===== src/rtl/core/mprv_pkg.sv =====
// ----------------------------------------------------------------------------
// mprv_pkg
// Types, constants and SHA-256 helpers for the Merkle proof root verifier.
// ----------------------------------------------------------------------------
package mprv_pkg;

	typedef enum logic [1:0] {
		OP_START  = 2'd0,
		OP_ROOT   = 2'd1,
		OP_SIB    = 2'd2,
		OP_FINISH = 2'd3
	} op_t;

	localparam int unsigned WORD_W   = 64;
	localparam int unsigned TALLY_W  = 7;
	localparam logic [TALLY_W-1:0] TALLY_MAX = 7'd127;

	typedef logic [3:0][WORD_W-1:0] hash_t;

	typedef struct packed {
		op_t         op;
		hash_t       words;
		logic [63:0] position;
		logic [63:0] total;
	} req_t;

	typedef struct packed {
		hash_t root;
		logic  well_formed;
		logic  root_equal;
	} rsp_t;

	localparam logic [31:0] ROUND_K [64] = '{
		32'h428a2f98, 32'h71374491, 32'hb5c0fbcf, 32'he9b5dba5, 32'h3956c25b, 32'h59f111f1,
		32'h923f82a4, 32'hab1c5ed5, 32'hd807aa98, 32'h12835b01, 32'h243185be, 32'h550c7dc3,
		32'h72be5d74, 32'h80deb1fe, 32'h9bdc06a7, 32'hc19bf174, 32'he49b69c1, 32'hefbe4786,
		32'h0fc19dc6, 32'h240ca1cc, 32'h2de92c6f, 32'h4a7484aa, 32'h5cb0a9dc, 32'h76f988da,
		32'h983e5152, 32'ha831c66d, 32'hb00327c8, 32'hbf597fc7, 32'hc6e00bf3, 32'hd5a79147,
		32'h06ca6351, 32'h14292967, 32'h27b70a85, 32'h2e1b2138, 32'h4d2c6dfc, 32'h53380d13,
		32'h650a7354, 32'h766a0abb, 32'h81c2c92e, 32'h92722c85, 32'ha2bfe8a1, 32'ha81a664b,
		32'hc24b8b70, 32'hc76c51a3, 32'hd192e819, 32'hd6990624, 32'hf40e3585, 32'h106aa070,
		32'h19a4c116, 32'h1e376c08, 32'h2748774c, 32'h34b0bcb5, 32'h391c0cb3, 32'h4ed8aa4a,
		32'h5b9cca4f, 32'h682e6ff3, 32'h748f82ee, 32'h78a5636f, 32'h84c87814, 32'h8cc70208,
		32'h90befffa, 32'ha4506ceb, 32'hbef9a3f7, 32'hc67178f2
	};

	localparam logic [7:0][31:0] INIT_H = {
		32'h6a09e667, 32'hbb67ae85, 32'h3c6ef372, 32'ha54ff53a,
		32'h510e527f, 32'h9b05688c, 32'h1f83d9ab, 32'h5be0cd19
	};

	function automatic logic [31:0] rotr(input logic [31:0] x, input int unsigned n);
		rotr = (x >> n) | (x << (32 - n));
	endfunction

endpackage


===== src/rtl/core/mprv_stream_if.sv =====
// ----------------------------------------------------------------------------
// mprv_stream_if
// Valid/ready channel carrying one payload.
// ----------------------------------------------------------------------------
interface mprv_stream_if #(parameter type payload_t = logic) ();
	logic     valid;
	logic     ready;
	payload_t payload;

	modport source (output valid, output payload, input ready);
	modport sink (input valid, input payload, output ready);
endinterface


===== src/rtl/core/mprv_front.sv =====
// ----------------------------------------------------------------------------
// mprv_front
// Accept requests and hold them in a two-entry queue for the back end.
// ----------------------------------------------------------------------------
module mprv_front (
	input  logic          clk,
	input  logic          arst_n,
	mprv_stream_if.sink   req,
	input  logic          pop,
	output logic          avail,
	output mprv_pkg::req_t head
);
	import mprv_pkg::*;

	req_t       mem_q [2];
	logic       wr_q, rd_q;
	logic [1:0] cnt_q;
	logic       push;

	assign req.ready = (cnt_q != 2'd2);
	assign push      = req.valid && req.ready;
	assign avail     = (cnt_q != 2'd0);
	assign head      = mem_q[rd_q];

	always_ff @(posedge clk) begin
		if (push) begin
			mem_q[wr_q] <= req.payload;
		end
	end

	always_ff @(posedge clk or negedge arst_n) begin
		if (!arst_n) begin
			wr_q  <= 1'b0;
			rd_q  <= 1'b0;
			cnt_q <= 2'd0;
		end else begin
			if (push) wr_q <= ~wr_q;
			if (pop) rd_q <= ~rd_q;
			cnt_q <= cnt_q + {1'b0, push} - {1'b0, pop};
		end
	end
endmodule


===== src/flat_wrapper.sv =====
// flat-port wrapper written by rule: the top's interface ports become plain ports
module mprv_front_flat import mprv_pkg::*;
  (clk, arst_n, pop, avail, head, req_valid, req_payload, req_ready);
  mprv_stream_if req_i ();
  input  logic clk;
  input  logic arst_n;
  input  logic pop;
  output logic avail;
  output mprv_pkg::req_t head;
  input wire logic [$bits(req_i.valid)-1:0] req_valid;
  input wire logic [$bits(req_i.payload)-1:0] req_payload;
  output wire logic [$bits(req_i.ready)-1:0] req_ready;
  assign req_i.valid = req_valid;
  assign req_i.payload = req_payload;
  assign req_ready = req_i.ready;
  mprv_front u_core (.clk(clk), .arst_n(arst_n), .req(req_i), .pop(pop), .avail(avail), .head(head));
endmodule

===== config.mk =====
export PLATFORM = sky130hd
export DESIGN_NAME = mprv_front_flat
export DESIGN_NICKNAME = d
export VERILOG_FILES = /design/src/rtl/core/mprv_pkg.sv /design/src/rtl/core/mprv_stream_if.sv /design/src/rtl/core/mprv_front.sv /design/src/flat_wrapper.sv
export SDC_FILE = /design/constraint.sdc
export NUM_CORES = 1
export LEC_CHECK = 0
export BUFFER_PORTS_ARGS = -buffer_cell sky130_fd_sc_hd__buf_2
export CAP_MARGIN = 20
export CORE_AREA = 5 5 148 150
export DETAILED_ROUTE_END_ITERATION = 8
export DIE_AREA = 0 0 153 155
export PLACE_DENSITY = 0.54
export SKIP_LAST_GASP = 1
export SLEW_MARGIN = 20
export SYNTH_ARGS = -nofsm -noshare
export SYNTH_HDL_FRONTEND = slang
export SYNTH_SLANG_ARGS = --single-unit

===== constraint.sdc =====
create_clock -name clk -period 1.65 [get_ports clk]
set_input_delay 0 -clock clk [delete_from_list [all_inputs] [get_ports clk]]
set_output_delay 0 -clock clk [all_outputs]
set_load 0.02 [all_outputs]

* Word level (Yosys, flattened, before mapping)
Memories as Yosys holds them, arrays and structs flattened.
Index checks and enable logic that the tools add are counted.
** Word-level totals
- Memories :: 1
- Logic and storage cells :: 13
- RAM bits :: 2
- Bits in latches :: 0
- Register bits after elaboration :: 4
- Bits of input ports :: 5
- Memory bits (read-only) :: 0
- Output and inout bits :: 388
** Memory list
- u_core.mem_q :: depth 2, bits a word 1, rd ports 1, clocked after memory_dff 0, write ports 1, RTL line mprv_front.sv:15 : req_t mem_q [2];
** Operators by class
- Reductions and logical operators :: 2
- Multiplexer cells :: 2
- $lt $le $gt $ge :: 0
- Equality and inequality tests :: 1
- Shifts and indexed selects :: 0
- $mul :: 0
- Div/mod/pow operators :: 0
- Add/subtract/negate cells :: 2
- Bitwise logic cells :: 2
** Operator list (count)
- adder 2 x 1 -> 2 bit :: 1
- 2-to-1 mux 1 bit :: 2
- inequality test 2 bit (second input constant) :: 1
- inverter 1 bit :: 2
- nonzero test 2 bit :: 1
- subtractor 2 x 1 -> 2 bit :: 1
- logical AND 1 bit :: 1

* Logic depth before layout (Yosys ltp)
- Depth in word-level cells :: 4
- Gate-level depth with buffers :: 5

* Worst setup path after synthesis
OpenSTA, ideal clock, no wires.
- Kind :: register -> register
- From :: reg u_core.cnt_q[0]
- To :: reg u_core.cnt_q[1]
- Stages on the path, launching flop included :: 6
- Path buffers :: 0
- Arrival :: 1150 ps
- Setup time :: 80 ps
- Slack :: 420 ps
- Path through :: dfrtp_1 inv_1 ha_1 nor2b_4 mux2i_1 xnor2_1
** Between the ends
- Word-level cells in the longest chain between the ends :: 4
** Ends and longest elaborated chain
- start: declaration :: RTL line mprv_front.sv:17 : logic [1:0] cnt_q;
- start signal: assignment :: RTL line mprv_front.sv:39 : cnt_q <= cnt_q + {1'b0, push} - {1'b0, pop};
- inequality test 2 bit :: RTL line mprv_front.sv:20 : assign req.ready = (cnt_q != 2'd2);
- logical AND 1 bit :: RTL line mprv_front.sv:21 : assign push = req.valid && req.ready;
- adder 2 x 1 -> 2 bit (*) :: RTL line mprv_front.sv:39
- subtractor 2 x 1 -> 2 bit (*) :: RTL line mprv_front.sv:39
Mark *: on every way between the ends. The rest lies on a longest branch, timed or not.
A chain may end at the register's enable or synchronous reset.

* Worst setup path in the final report
- From :: in pop
- To :: reg u_core.cnt_q[1]
** Between the ends
- Word-level cells in the longest chain between the ends :: 1
** Ends and longest elaborated chain
- start: declaration :: RTL line flat_wrapper.sv:7 : input logic pop;
- subtractor 2 x 1 -> 2 bit :: RTL line mprv_front.sv:39
Every way passes these cells.

==> flow_summary_export.csv <==
group,metric,value,unit
status,outcome,"completed",
floorplanning,ios,393,
worst_setup_path,cp.required,1.80,ns
floorplanning,start_util,0.155,
yosys,synth-seq-cells,6,
final_layout,nNetsFinal,427,
sta,final-setup-viol-count,0,
grt,use_met1,0.0155,
power_and_ir_drop,power.switching,1080,uW
worst_setup_path,cp-end-kind,"flop",
final_layout,fin_util,0.108,
yosys,yosysWarningCount,0,
drt,dr.first_iter.drc_count,3,
clock_tree,path_clk_slew,0.04,ns
yosys,netlist-cell-type-count,16,
drt,via_count,1171,
clock_tree,clk_latency,0.23,ns
job,max_cap_violations,0,
yosys,syn_avg_cell_area,7.81,um^2
final_layout,regArea,160,um^2
power_and_ir_drop,power_density,799,nW/um^2
worst_setup_path,slowest_stage,"dlygate4sd3_1",
yosys,synthArstFlopShare,0.667,
drt,routed_via_density,1.68,
drt,dr.pass1.iters,2,
yosys,synth_commonest_cells,"buf_4 (385), dfrtp_1 (4)",
grt,grt_pass1_vias,813,
worst_setup_path,r2r-end,"u_core.cnt_q[1]$_DFF_PN0_",
drt,postRouteWirelength,3.41,mm
grt,gr-usage-met2,0.0329,
power_and_ir_drop,p_seq_frac,0.155,
yosys,yosys.cell_count.top_type,"buf_4",
floorplanning,core,20600,um^2
placement,hpwl,3.30,mm
worst_setup_path,setup.worst_path.end,"u_core.cnt_q[1]$_DFF_PN0_",
clock_tree,cts_buffers,3,
floorplanning,rows,53,
yosys,yosysSeqAreaShare,0.0504,
power_and_ir_drop,finalPower,1770,uW
grt,top_usage_layer,"met2",
clock_tree,cts-root-buf,"clkbuf_16",
worst_setup_path,reg2reg_depth,5,
clock_tree,h-tree-depth,1,
worst_setup_path,reg2reg_slack,0.35,ns
sta,drv_slew,0,
worst_setup_path,r2r-start,"u_core.cnt_q[0]$_DFF_PN0_",
yosys,synth_cells,407,
yosys,synth_area_leaders,"buf_4 (91%), dfrtp_1 (3.1%), edfxtp_1 (1.9%), xnor2_1 (0.55%), xor2_1 (0.55%)",
power_and_ir_drop,switching_share,0.609,
final_layout,drive_above_1_share,0.0333,
power_and_ir_drop,p_leak,0.00145,uW
clock_tree,clock_sinks,6,
final_layout,syn2layout_area_growth,-30.2,%
sta,layout_min_cycle_time,1.34,ns
floorplanning,die_h,155,um
grt,track_usage,0.0161,
sta,finClkSkew,0.00189,ns
grt,gr-total-overflow,0,
drt,wire_per_inst,4.91,um
drt,ant_nets,0,
yosys,synth_edf_count,2,
final_layout,fillCellCount,2448,
grt,grt_max_degree,5,
power_and_ir_drop,internal-power,693,uW
sta,report.final.hold_viol_count,0,
worst_setup_path,worstPathMaxFanout,2,
sta,max_freq,745,MHz
drt,drc,0,
floorplanning,die_w,153,um
final_layout,multiInputGateArea,1570,um^2
yosys,syn_area,3180,um^2
worst_setup_path,start_kind,"input port",
placement,routabilityCongestion,0.611,
grt,grt_util_met3,0.00362,
grt,grt_pass1_wl,3.48,mm
yosys,synth_top_area_frac,0.909,
final_layout,antenna_cells,0,
placement,numPortBuffers,7,
sta,fin_setup_tns,0,ns
yosys,synthFlopType,"dfrtp_1",
worst_setup_path,cp_data_arrival_time,1.50,ns
worst_setup_path,cpPeakStageDelay,0.55,ns
clock_tree,cts_tree,"done",
clock_tree,clk_path_buf_depth,2,
power_and_ir_drop,clkPwrFrac,0.231,
worst_setup_path,crit_chain,"dlygate4sd3_1 -> buf_2 -> ha_1 -> nor2b_4 -> mux2i_1 -> xnor2_1",
yosys,synth_top_cell_by_area,"buf_4",
sta,grt_setup_unrepaired,"false",
sta,post-route-period-util,0.814,
grt,antenna_found_initial,0,
floorplanning,dieArea,23700,um^2
worst_setup_path,startpoint,"pop",
power_and_ir_drop,pwr-share-comb,0.614,
worst_setup_path,crit_type,"in2reg",
power_and_ir_drop,vdd_drop_max,310,uV
hold_path,hp-class,"in2async",
[metrics by stage]
| step | hold slack, ns | cell area (um^2) | setup slack, ns | cells |
|---|---|---|---|---|
| 5_1_grt | 0.139 | 2220 | 0.258 | 695 |
| 3_5_place_dp | -0.184 | 2110 | 0.352 | 688 |
| 6_report | 0.118 | 2220 | 0.308 | 695 |
| 2_1_floorplan | -0.296 | 4620 | 0.420 | 791 |
| 3_3_place_gp | -0.190 | 2110 | 0.380 | 688 |
| 4_1_cts | 0.113 | 2220 | 0.309 | 695 |
[cell families (layout without fill, tap and decap cells)]
family                     after synthesis  count (layout)  share of synthesized area
buffers and inverters                  386              15                      0.911
and+or+nand+nor                          7               7                     0.0161
muxes                                    2               2                    0.00669
xor gates and xnor gates                 4               4                     0.0110
other                                    1             385                    0.00118
DFF                                      6               6                     0.0504
adders and majority gates                1               1                    0.00394
[power by group through the flow]
stage	Clock, uW	Combinational (uW)	Sequential, uW
final	409	1090	275
after global routing	429	1160	284
after CTS	415	1060	274
after detailed placement	0	1050	276
after global placement	0	1040	274
after floorplan	0	1690	265
[metal layers]
metal	part of all wire	routed length (um)
met1	0.18	618
met3	0.27	929
met2	0.54	1840
met5	0	0
met4	0.0082	28
[final cells by class]
type,instances,share of cell area
inverter,1,0.00169
multi-input combinational,399,0.706
sequential,6,0.0722
timing repair buffer,10,0.0293
clock buffer,4,0.0356
tap,275,0.155
[flip-flops by register name, indices dropped and copies added (netlist names)]
signal	cells
u_core.cnt_q	2
u_core.mem_q	2
u_core.rd_q	1
u_core.wr_q	1
[placed cells by master, fill, tap and decap left out, drive strengths merged]
| master | instances |
|---|---|
| conb | 385 |
| buf | 7 |
| dfrtp | 4 |
| clkbuf | 4 |
| dlygate4sd3 | 3 |
| nand2 | 2 |
| xor2 | 2 |
| xnor2 | 2 |
| edfxtp | 2 |
| nand2b | 1 |
| inv | 1 |
| nor2b | 1 |
| mux2i | 1 |
| mux2 | 1 |
| and3 | 1 |
| or2 | 1 |
| nor2 | 1 |
| ha | 1 |
[worst max-delay path: cells and delay by family]
family / cells / cell delay [ns]
adders and majority gates: 1 / 0.34
muxes: 1 / 0.21
xor gates and xnor gates: 1 / 0.13
buffers and inverters: 2 / 0.69
and+or+nand+nor: 1 / 0.12
[worst min-delay path by stage]
stage	from	end	slack, ns	depth (start not counted)
after floorplan	arst_n	u_core.cnt_q[0]$_DFF_PN0_	-0.30	0
after global placement	arst_n	u_core.rd_q$_DFFE_PN0P_	-0.19	1
after detailed placement	arst_n	u_core.wr_q$_DFFE_PN0P_	-0.18	1
after CTS	arst_n	u_core.rd_q$_DFFE_PN0P_	0.11	2
after global routing	arst_n	u_core.cnt_q[0]$_DFF_PN0_	0.14	2
final	arst_n	u_core.cnt_q[0]$_DFF_PN0_	0.12	2
[what timing repair did]
action / 4_1_cts / 5_1_grt
setup endpoints to repair: 0 / 0
gates resized for setup: 0 / 0
hold endpoints to repair: 7 / 0
hold buffers: 3 / 0
setup buffers: 0 / 0
(Power assumes the default switching activity.)
