## src/rtl/core/mprv_pkg.sv

```systemverilog
// ----------------------------------------------------------------------------
// mprv_pkg
// Types, constants and SHA-256 helpers for the Merkle proof root verifier.
// ----------------------------------------------------------------------------
package mprv_pkg;

	typedef enum logic [1:0] {
		OP_START  = 2'd0,
		OP_ROOT   = 2'd1,
		OP_SIB    = 2'd2,
		OP_FINISH = 2'd3
	} op_t;

	localparam int unsigned WORD_W   = 64;
	localparam int unsigned TALLY_W  = 7;
	localparam logic [TALLY_W-1:0] TALLY_MAX = 7'd127;

	typedef logic [3:0][WORD_W-1:0] hash_t;

	typedef struct packed {
		op_t         op;
		hash_t       words;
		logic [63:0] position;
		logic [63:0] total;
	} req_t;

	typedef struct packed {
		hash_t root;
		logic  well_formed;
		logic  root_equal;
	} rsp_t;

	localparam logic [31:0] ROUND_K [64] = '{
		32'h428a2f98, 32'h71374491, 32'hb5c0fbcf, 32'he9b5dba5, 32'h3956c25b, 32'h59f111f1,
		32'h923f82a4, 32'hab1c5ed5, 32'hd807aa98, 32'h12835b01, 32'h243185be, 32'h550c7dc3,
		32'h72be5d74, 32'h80deb1fe, 32'h9bdc06a7, 32'hc19bf174, 32'he49b69c1, 32'hefbe4786,
		32'h0fc19dc6, 32'h240ca1cc, 32'h2de92c6f, 32'h4a7484aa, 32'h5cb0a9dc, 32'h76f988da,
		32'h983e5152, 32'ha831c66d, 32'hb00327c8, 32'hbf597fc7, 32'hc6e00bf3, 32'hd5a79147,
		32'h06ca6351, 32'h14292967, 32'h27b70a85, 32'h2e1b2138, 32'h4d2c6dfc, 32'h53380d13,
		32'h650a7354, 32'h766a0abb, 32'h81c2c92e, 32'h92722c85, 32'ha2bfe8a1, 32'ha81a664b,
		32'hc24b8b70, 32'hc76c51a3, 32'hd192e819, 32'hd6990624, 32'hf40e3585, 32'h106aa070,
		32'h19a4c116, 32'h1e376c08, 32'h2748774c, 32'h34b0bcb5, 32'h391c0cb3, 32'h4ed8aa4a,
		32'h5b9cca4f, 32'h682e6ff3, 32'h748f82ee, 32'h78a5636f, 32'h84c87814, 32'h8cc70208,
		32'h90befffa, 32'ha4506ceb, 32'hbef9a3f7, 32'hc67178f2
	};

	localparam logic [7:0][31:0] INIT_H = {
		32'h6a09e667, 32'hbb67ae85, 32'h3c6ef372, 32'ha54ff53a,
		32'h510e527f, 32'h9b05688c, 32'h1f83d9ab, 32'h5be0cd19
	};

	function automatic logic [31:0] rotr(input logic [31:0] x, input int unsigned n);
		rotr = (x >> n) | (x << (32 - n));
	endfunction

endpackage

```

## src/rtl/core/mprv_stream_if.sv

```systemverilog
// ----------------------------------------------------------------------------
// mprv_stream_if
// Valid/ready channel carrying one payload.
// ----------------------------------------------------------------------------
interface mprv_stream_if #(parameter type payload_t = logic) ();
	logic     valid;
	logic     ready;
	payload_t payload;

	modport source (output valid, output payload, input ready);
	modport sink (input valid, input payload, output ready);
endinterface

```

## src/rtl/core/mprv_sha_core.sv

```systemverilog
// ----------------------------------------------------------------------------
// mprv_sha_core
// SHA-256 over one 64-byte block and its padding block, one round a cycle.
// ----------------------------------------------------------------------------
module mprv_sha_core (
	input  logic           clk,
	input  logic           arst_n,
	input  logic           start,
	input  logic [15:0][31:0] blk,
	output logic           done,
	output mprv_pkg::hash_t digest
);
	import mprv_pkg::*;

	typedef enum logic [1:0] {S_IDLE, S_RUN, S_FOLD} state_t;

	state_t           state_q;
	logic             second_q;
	logic [5:0]       rnd_q;
	logic [15:0][31:0] w_q;
	logic [7:0][31:0] st_q;
	logic [7:0][31:0] v_q;
	logic [31:0]      wn, t1, t2, s0, s1, a, b, c, e, f, g, h;
	logic [7:0][31:0] sum;
	logic [15:0][31:0] pad;

	always_comb begin
		pad = '0;
		pad[15] = 32'h80000000;
		pad[0]  = 32'd512;
		s0 = rotr(w_q[14], 7) ^ rotr(w_q[14], 18) ^ (w_q[14] >> 3);
		s1 = rotr(w_q[1], 17) ^ rotr(w_q[1], 19) ^ (w_q[1] >> 10);
		wn = w_q[15] + s0 + w_q[6] + s1;
		a = v_q[7]; b = v_q[6]; c = v_q[5];
		e = v_q[3]; f = v_q[2]; g = v_q[1]; h = v_q[0];
		t1 = h + (rotr(e, 6) ^ rotr(e, 11) ^ rotr(e, 25)) + ((e & f) ^ (~e & g))
			+ ROUND_K[rnd_q] + w_q[15];
		t2 = (rotr(a, 2) ^ rotr(a, 13) ^ rotr(a, 22)) + ((a & b) ^ (a & c) ^ (b & c));
		for (int i = 0; i < 8; i++) sum[i] = st_q[i] + v_q[i];
		for (int i = 0; i < 4; i++) digest[i] = {st_q[7-2*i], st_q[6-2*i]};
	end

	always_ff @(posedge clk or negedge arst_n) begin
		if (!arst_n) begin
			state_q  <= S_IDLE;
			second_q <= 1'b0;
			rnd_q    <= '0;
			done     <= 1'b0;
		end else begin
			done <= (state_q == S_FOLD) && second_q;
			case (state_q)
				S_IDLE: begin
					if (start) begin
						state_q  <= S_RUN;
						second_q <= 1'b0;
						rnd_q    <= '0;
					end
				end
				S_RUN: begin
					rnd_q <= rnd_q + 6'd1;
					if (rnd_q == 6'd63) state_q <= S_FOLD;
				end
				S_FOLD: begin
					if (second_q) begin
						state_q <= S_IDLE;
					end else begin
						state_q  <= S_RUN;
						second_q <= 1'b1;
						rnd_q    <= '0;
					end
				end
				default: state_q <= S_IDLE;
			endcase
		end
	end

	always_ff @(posedge clk) begin
		case (state_q)
			S_IDLE: begin
				if (start) begin
					for (int i = 0; i < 16; i++) w_q[15-i] <= blk[i];
					st_q <= INIT_H;
					v_q  <= INIT_H;
				end
			end
			S_RUN: begin
				w_q <= {w_q[14:0], wn};
				v_q <= {t1 + t2, v_q[7:5], v_q[4] + t1, v_q[3:1]};
			end
			S_FOLD: begin
				st_q <= sum;
				v_q  <= sum;
				w_q  <= pad;
			end
			default: ;
		endcase
	end
endmodule

```

## src/rtl/core/mprv_back.sv

```systemverilog
// ----------------------------------------------------------------------------
// mprv_back
// Execute queued requests: load state, hash siblings, report on finish.
// ----------------------------------------------------------------------------
module mprv_back #(
	parameter int unsigned MAX_DEPTH = 64
) (
	input  logic          clk,
	input  logic          arst_n,
	input  logic          avail,
	input  mprv_pkg::req_t head,
	output logic          pop,
	mprv_stream_if.source rsp
);
	import mprv_pkg::*;

	typedef enum logic [1:0] {B_IDLE, B_HASH, B_WAIT} state_t;

	state_t         state_q;
	hash_t          run_q, exp_q;
	logic [63:0]    pos_q, total_q;
	logic [TALLY_W-1:0] tally_q;
	logic           hstart;
	logic           hdone;
	logic           fin_go;
	hash_t          digest;
	logic [15:0][31:0] blk;
	hash_t          lft, rgt;
	logic [6:0]     depth;
	logic [63:0]    nm1;
	logic           shape_ok;
	rsp_t           rsp_d;

	always_comb begin
		lft = pos_q[0] ? head.words : run_q;
		rgt = pos_q[0] ? run_q : head.words;
		for (int i = 0; i < 4; i++) begin
			blk[2*i]     = lft[i][63:32];
			blk[2*i+1]   = lft[i][31:0];
			blk[8+2*i]   = rgt[i][63:32];
			blk[8+2*i+1] = rgt[i][31:0];
		end
		nm1   = total_q - 64'd1;
		depth = '0;
		for (int i = 0; i < 64; i++) if (nm1[i]) depth = 7'(i + 1);
		if (total_q <= 64'd1) depth = '0;
		shape_ok = (total_q != '0) && (depth <= 7'(MAX_DEPTH)) && (tally_q == depth);
		rsp_d.root        = run_q;
		rsp_d.well_formed = shape_ok;
		rsp_d.root_equal  = shape_ok && (run_q == exp_q);
	end

	assign hstart = (state_q == B_IDLE) && avail && (head.op == OP_SIB);
	assign fin_go = (state_q == B_IDLE) && avail && (head.op == OP_FINISH)
		&& (!rsp.valid || rsp.ready);
	assign pop = ((state_q == B_IDLE) && avail &&
		(head.op == OP_START || head.op == OP_ROOT))
		|| fin_go
		|| ((state_q == B_HASH) && hdone);

	mprv_sha_core u_sha (
		.clk    (clk),
		.arst_n (arst_n),
		.start  (hstart),
		.blk    (blk),
		.done   (hdone),
		.digest (digest)
	);

	always_ff @(posedge clk or negedge arst_n) begin
		if (!arst_n) begin
			state_q     <= B_IDLE;
			run_q       <= '0;
			exp_q       <= '0;
			pos_q       <= '0;
			total_q     <= '0;
			tally_q     <= '0;
			rsp.valid   <= 1'b0;
			rsp.payload <= '0;
		end else begin
			if (fin_go) begin
				rsp.valid   <= 1'b1;
				rsp.payload <= rsp_d;
			end else if (rsp.ready) begin
				rsp.valid <= 1'b0;
			end
			case (state_q)
				B_IDLE: begin
					if (avail) begin
						case (head.op)
							OP_START: begin
								run_q   <= head.words;
								pos_q   <= head.position;
								total_q <= (head.position < head.total) ? head.total : '0;
								tally_q <= '0;
							end
							OP_ROOT: exp_q <= head.words;
							OP_SIB: state_q <= B_HASH;
							default: ;
						endcase
					end
				end
				B_HASH: begin
					if (hdone) begin
						run_q   <= digest;
						pos_q   <= pos_q >> 1;
						if (tally_q != TALLY_MAX) tally_q <= tally_q + 7'd1;
						state_q <= B_IDLE;
					end
				end
				default: state_q <= B_IDLE;
			endcase
		end
	end
endmodule

```

## src/flat_wrapper.sv

```systemverilog
// flat-port wrapper written by rule: the top's interface ports become plain ports
module mprv_back_flat import mprv_pkg::*;
#(
	parameter int unsigned MAX_DEPTH = 64
)
  (clk, arst_n, avail, head, pop, rsp_valid, rsp_payload, rsp_ready);
  mprv_stream_if rsp_i ();
  input  logic clk;
  input  logic arst_n;
  input  logic avail;
  input  mprv_pkg::req_t head;
  output logic pop;
  output wire logic [$bits(rsp_i.valid)-1:0] rsp_valid;
  output wire logic [$bits(rsp_i.payload)-1:0] rsp_payload;
  input wire logic [$bits(rsp_i.ready)-1:0] rsp_ready;
  assign rsp_valid = rsp_i.valid;
  assign rsp_payload = rsp_i.payload;
  assign rsp_i.ready = rsp_ready;
  mprv_back #(.MAX_DEPTH(MAX_DEPTH)) u_core (.clk(clk), .arst_n(arst_n), .avail(avail), .head(head), .pop(pop), .rsp(rsp_i));
endmodule
```

## config.mk

```make
export PLATFORM = sky130hd
export DESIGN_NAME = mprv_back_flat
export DESIGN_NICKNAME = d
export VERILOG_FILES = /design/src/rtl/core/mprv_pkg.sv /design/src/rtl/core/mprv_stream_if.sv /design/src/rtl/core/mprv_sha_core.sv /design/src/rtl/core/mprv_back.sv /design/src/flat_wrapper.sv
export SDC_FILE = /design/constraint.sdc
export NUM_CORES = 2
export LEC_CHECK = 0
export BUFFER_PORTS_ARGS = -buffer_cell sky130_fd_sc_hd__buf_2
export CORE_MARGIN = 4
export CORE_UTILIZATION = 39
export DETAILED_ROUTE_END_ITERATION = 7
export PLACE_DENSITY = 0.66
export SLEW_MARGIN = 25
export SYNTH_ARGS = -nofsm -noshare
export SYNTH_HDL_FRONTEND = slang
export SYNTH_SLANG_ARGS = --single-unit
export TNS_END_PERCENT = 1
```

## constraint.sdc

```tcl
create_clock -name clk -period 46.7 [get_ports clk]
set_input_delay 9.34 -clock clk [delete_from_list [all_inputs] [get_ports clk]]
set_output_delay 9.34 -clock clk [all_outputs]
set_load 0.01 [all_outputs]
```

# == After elaboration in Yosys (flattened, before gate mapping) ==
# Memories as Yosys holds them, arrays and structs flattened.
# Index checks and enable logic that the tools add are counted.
# totals
regBits,1685
mem_bits_ro,2048
input_bits,390
output_inout_bits,3
wordCells,257
n_memories,1
# memory_table
name,depth,width,read_ports,rd_clocked_by_memory_dff,write_ports,line,rtl
(name not given),64,32,1,0,0,mprv_sha_core.sv:37,+ ROUND_K[rnd_q] + w_q[15];
# op_classes
n_addsub,21
n_lt_le_gt_ge,4
eq_ne,18
mux,103
n_bitwise,28
n_reduce_logical,32
# op_table
operator,count
2-to-1 mux 256 bit,6
case mux 512 bit (3 select lines),1
case mux 256 bit (2 select lines),2
case mux 256 bit (3 select lines),1
adder 32 bit,18
2-to-1 mux 512 bit,1
2-to-1 mux 7 bit,68
XOR 32 bit,9
== test 256 bit,1
2-to-1 mux 64 bit,4
AND 32 bit,5
case mux 64 bit (2 select lines),1
<= comparator 64 x 1 -> 1 bit (second input constant),1
less-than comparator 64 bit,1
2-to-1 mux 32 bit,2
nonzero test 64 bit,1
subtractor 64 x 1 -> 64 bit (second input constant),1
inverter 32 bit,1
OR 10 x 32 -> 32 bit,1
OR 13 x 32 -> 32 bit,1
OR 14 x 32 -> 32 bit,1
OR 15 x 32 -> 32 bit,1
OR 19 x 32 -> 32 bit,1
OR 21 x 32 -> 32 bit,1
36 further kinds,76

# == Depth between registers and ports, before layout ==
# logic_depth
word_depth,70
ltp_mapped,40
mapped_depth_nobuf,39

# == Hierarchy ==
# A second synthesis with hierarchy kept.
# unflattened
cells_unflattened,10429
hier_area_um2,110830.0
# by_module_without_submodules
mod,n_inst,cells_per_inst,area_each_um2,seq_area_each_um2
mprv_sha_core,1,6390,69825.7,30999.7
mprv_back,1,4039,41004.3,16265.6

# == Worst setup path before layout ==
# Ideal clock, no wire load.
# synth_timing
path_type,input to register
startpoint,input avail
endpoint,register u_core.u_sha.rnd_q[5]
setup_ns,0.228
t_arrival_ns,53.697
required_time_ns,46.472
slack_ns,-7.225
path_stages,6
path_buffers,0
path_cell_list,nor2b_1 nand3_1 a21oi_1 nand2_1 o21ai_0 o31ai_1
# synth_via
elab_chain_cells,4
# synth_rtl
item,line,rtl
"start, declared",flat_wrapper.sv:10,input logic avail;
logical AND 1 bit (2 in series),mprv_back.sv:53,assign hstart = (state_q == B_IDLE) && avail && (head.op == OP_SIB);
!= test 2 x 1 -> 1 bit (no line),--,
AND reduction 3 bit (no line),--,
"end signal, assigned",mprv_sha_core.sv:60,rnd_q <= rnd_q + 6'd1;
"end, declared",mprv_sha_core.sv:19,logic [5:0] rnd_q;
# No other way between the ends.
# A chain may end at the register's enable or synchronous reset.

# == Worst setup path after layout ==
# layout_timing
startpoint,input avail
endpoint,output pop
# layout_via
elab_chain_cells,5
elab_cells_between_ends,6
cone_classes,reduce/logical: 6
# layout_rtl
item,line,rtl
logical AND 1 bit (*),"mprv_back.sv:54, mprv_back.sv:56",
logical AND 1 bit,mprv_back.sv:54,assign fin_go = (state_q == B_IDLE) && avail && (head.op == OP_FINISH)
logical AND 1 bit,mprv_back.sv:55,&& (!rsp.valid || rsp.ready);
logical OR 1 bit (*),mprv_back.sv:58,|| fin_go
logical OR 1 bit (*),mprv_back.sv:59,|| ((state_q == B_HASH) && hdone);
"end, declared",flat_wrapper.sv:12,output logic pop;
# Every way passes the cells marked *; elsewhere a longest branch is shown, timed or not.

==> results.txt <==
status: finished, violations left
violated checks: DRC
grt ovf: 0
Buf+Inv Stages, Crit Path: 2
max incr delay on CP: 0.27 ns
Post-synth EDFFs: 1024
clock sinks: 1684
initial antenna violation count: 121
Final Setup Violations: 0
later-pin clock latency in the skew report: 0.87 ns
final hold violations: 0
DR DRC count: 1
CTS tree: done
Mapped Cells: 10470
fin util: 0.4361
TritonCTS Buffers: 192
1st-iter DRT viols: 13100
commonest cells after routing, fill and taps aside: o21ai_0, nand2_1, edfxtp_1
worst min-delay path class: flip-flop to flip-flop
synth top area cells: edfxtp_1, dfrtp_1, mux2i_1
Netlist cell types: 99
Slowest-stage cell, CP: nor2b_1
cts hold-fix bufs: 0
Die ar.: 284600 sq um
clk slew on worst S/H paths: 0.06 ns
P per Cell Area: 28.23 nW/um^2
Worst path top cell family by delay: simple AND/OR/NAND/NOR gates
share of cells above drive strength 1: 0.1099
Avg Cell Area, Syn: 10.28 sq um
GPL Wtd Cong: 1.057
H-tree depth: 4
Worst slew margin: 0.2129
global-route wire length before repair: 640600 microns
Seq/Total Area, Yosys: 0.4388
CP required: 37.36 ns
initial core utilization: 0.3926
input/output buffers: 392
post-CTS setup buffer count: 0
Peak VDD IR: 0.00002824 V
area delta synth->final: 11.09%
clk root buf: clkbuf_16
vias: 89610
Place WS: 27.16 ns
crit-path cells: buf_2 -> nor2b_1 -> nand4_1 -> nand3_1 -> buf_2
CTS Buffer Depth: 4
Die X-Extent: 533.5 microns
biggest area consumer among synthesized cells: edfxtp_1
FP Rows: 192
ANT nets after route: 0
max-cap check violation count: 0
Filler Cell Count: 26020
DRT Pass-1 Iters: 8
I/O pins: 393
Setup WS post-layout: 27.18 ns
core area: 274300 sq um
async set or reset register ratio after synthesis: 0.3919
Crit path top cell by count: buf_2
Max Transition Viols Final: 0
leakage: 52.41 nW
final worst-path cycle share: 0.4179
Total Wirelength: 467000 microns
commonest non-fill, non-tap cell in the layout: o21ai_0
Final HPWL DP: 359900 microns
nets@finish: 11650
crit path DAT: 10.18 ns
top cell type's share of synthesized area: 0.2855
Post-Syn Area: 107700 sq um
TNS Setup: 0 ns
critical path startpoint category: input pin
Yosys reg bits: 1684
synth warn: 0
GRT Resource Usage Total: 0.3148
vias per cell: 6.184
post-CTS sizing: 0
vias in the first global route: 82770
critical path peak fanout: 4
Synth Net Count: 11540
critical path class: input pin to output pin
chip height: 533.5 microns
DR WL/cell: 32.23 microns
pin count of the biggest net entering global routing: 245
Setup Skew: 0.03894 ns
fin crit period: 19.52 ns
unrepaired setup endpoints after global routing: no
Crit. End Element: output pin
fmax: 51.23 MHz
Slew @ Worst Pin: 1.177 ns
ys flop type: edfxtp_1
==> registers in the layout, summed over array words and instances, names as in the netlist, 2 cells and up <==
signal                cells
u_core.exp_q            256
u_core.pos_q             64
u_core.rsp_d            256
u_core.tally_q            7
u_core.total_q           64
u_core.u_sha.a           32
u_core.u_sha.b           32
u_core.u_sha.c           32
u_core.u_sha.digest     256
u_core.u_sha.e           32
u_core.u_sha.f           32
u_core.u_sha.g           32
u_core.u_sha.h           32
u_core.u_sha.rnd_q        6
u_core.u_sha.state_q      2
u_core.u_sha.v_q         32
u_core.u_sha.w_q        512
==> worst reg2reg max path: cells and delay by family, from the launching register on <==
| kind | cells | cell delay, ns |
|---|---|---|
| AOI/OAI and AO/OA | 16 | 4.57 |
| adders and majority gates | 6 | 2.56 |
| and+or+nand+nor | 6 | 1.25 |
| buffers and inverters | 5 | 1.02 |
| xor gates and xnor gates | 3 | 0.67 |
| DFF | 1 | 0.32 |
==> cell usage after synthesis, types with 20 or more instances <==
master and number:
or2_2 40, o31ai_1 37, and2_1 51, xnor2_1 393, a32oi_1 64, dfrtp_1 660
clkbuf_1 546, a21oi_1 463, inv_1 499, nor2b_1 63, o21a_1 62, mux2_2 279
o211ai_1 37, a221o_1 101, fa_1 197, a21o_1 175, xor2_1 445, ha_1 478
and3_1 43, or3_1 50, o311ai_0 21, nor2_1 434, o22ai_1 80, nand4_1 60
a211oi_1 47, nand3_1 166, a22o_1 20, o21bai_1 47, nand2b_1 176, nor4_1 85
nand2_1 1119, mux2i_1 842, buf_1 42, a31oi_1 60, o21ai_0 1125, nor3_1 136
edfxtp_1 1024
==> layer usage <==
metal | track usage | wire (microns) | vias to the layer above | part of all wire
met5 | 0 | 162 | - | 0.00035
met4 | 0.2197 | 39250 | 26 | 0.084
met3 | 0.08980 | 60060 | 1146 | 0.13
met2 | 0.4426 | 190900 | 5887 | 0.41
met1 | 0.4160 | 176600 | 44470 | 0.38
li1 | - | - | 38080 | -
==> power by group <==
part,internal (mW),switching [mW]
clock,0.876,0.659
combinational,0.0827,0.159
sequential,1.58,0.0196
total,2.54,0.837
==> cell type report <==
cell class                 count  area (sq um)  share of cell area
inverter                     501          1888             0.01578
multi-input combinational   7690         56470              0.4719
clock buffer                 267          5353             0.04474
timing repair buffer         518          3124             0.02611
antenna                       68         170.2            0.001422
tap                         3686          4612             0.03855
clock inverter                75         754.5            0.006306
sequential                  1684         47280              0.3951
==> per-stage QoR <==
stage               hold WS (ns)  cell area (sq um)  cells  power [mW]
floorplan                 0.4496             107700  10470       1.750
global placement          0.4607             113300  14080       1.858
detailed placement        0.4703             113300  14080       1.864
CTS                       0.4839             119400  14420       3.374
global route              0.4968             119600  14450       3.456
finish                    0.4823             119600  14490       3.378
==> worst paths after layout <==
kind | cells past startpoint | end | slack (ns) | startpoint
setup / recovery | 5 | pop | 27.18 | avail
hold / removal | 2 | u_core.pos_q[24] | 0.48 | u_core.pos_q[24]
setup reg to reg | 36 | u_core.u_sha.a[31] | 36.05 | u_core.u_sha.rnd_q[0]
hold reg to reg | 2 | u_core.pos_q[24] | 0.48 | u_core.pos_q[24]
max in group asynchronous | 5 | u_core.rsp_d[225] | 34.89 | arst_n
min in group asynchronous | 1 | u_core.pos_q[50] | 8.37 | arst_n
==> cell families after synthesis <==
logic type / after synthesis / share of synthesized area
AO/OA/AOI/OAI: 2541 / 0.1451
XOR/XNOR: 838 / 0.06815
adder cells (fa/ha/maj): 677 / 0.09233
buffers and inverters: 1100 / 0.03875
flip-flops: 1684 / 0.4388
multiplexers: 1127 / 0.1087
AND/OR/NAND/NOR: 2507 / 0.1081
No activity file was read; power rests on OpenSTA's default activity.
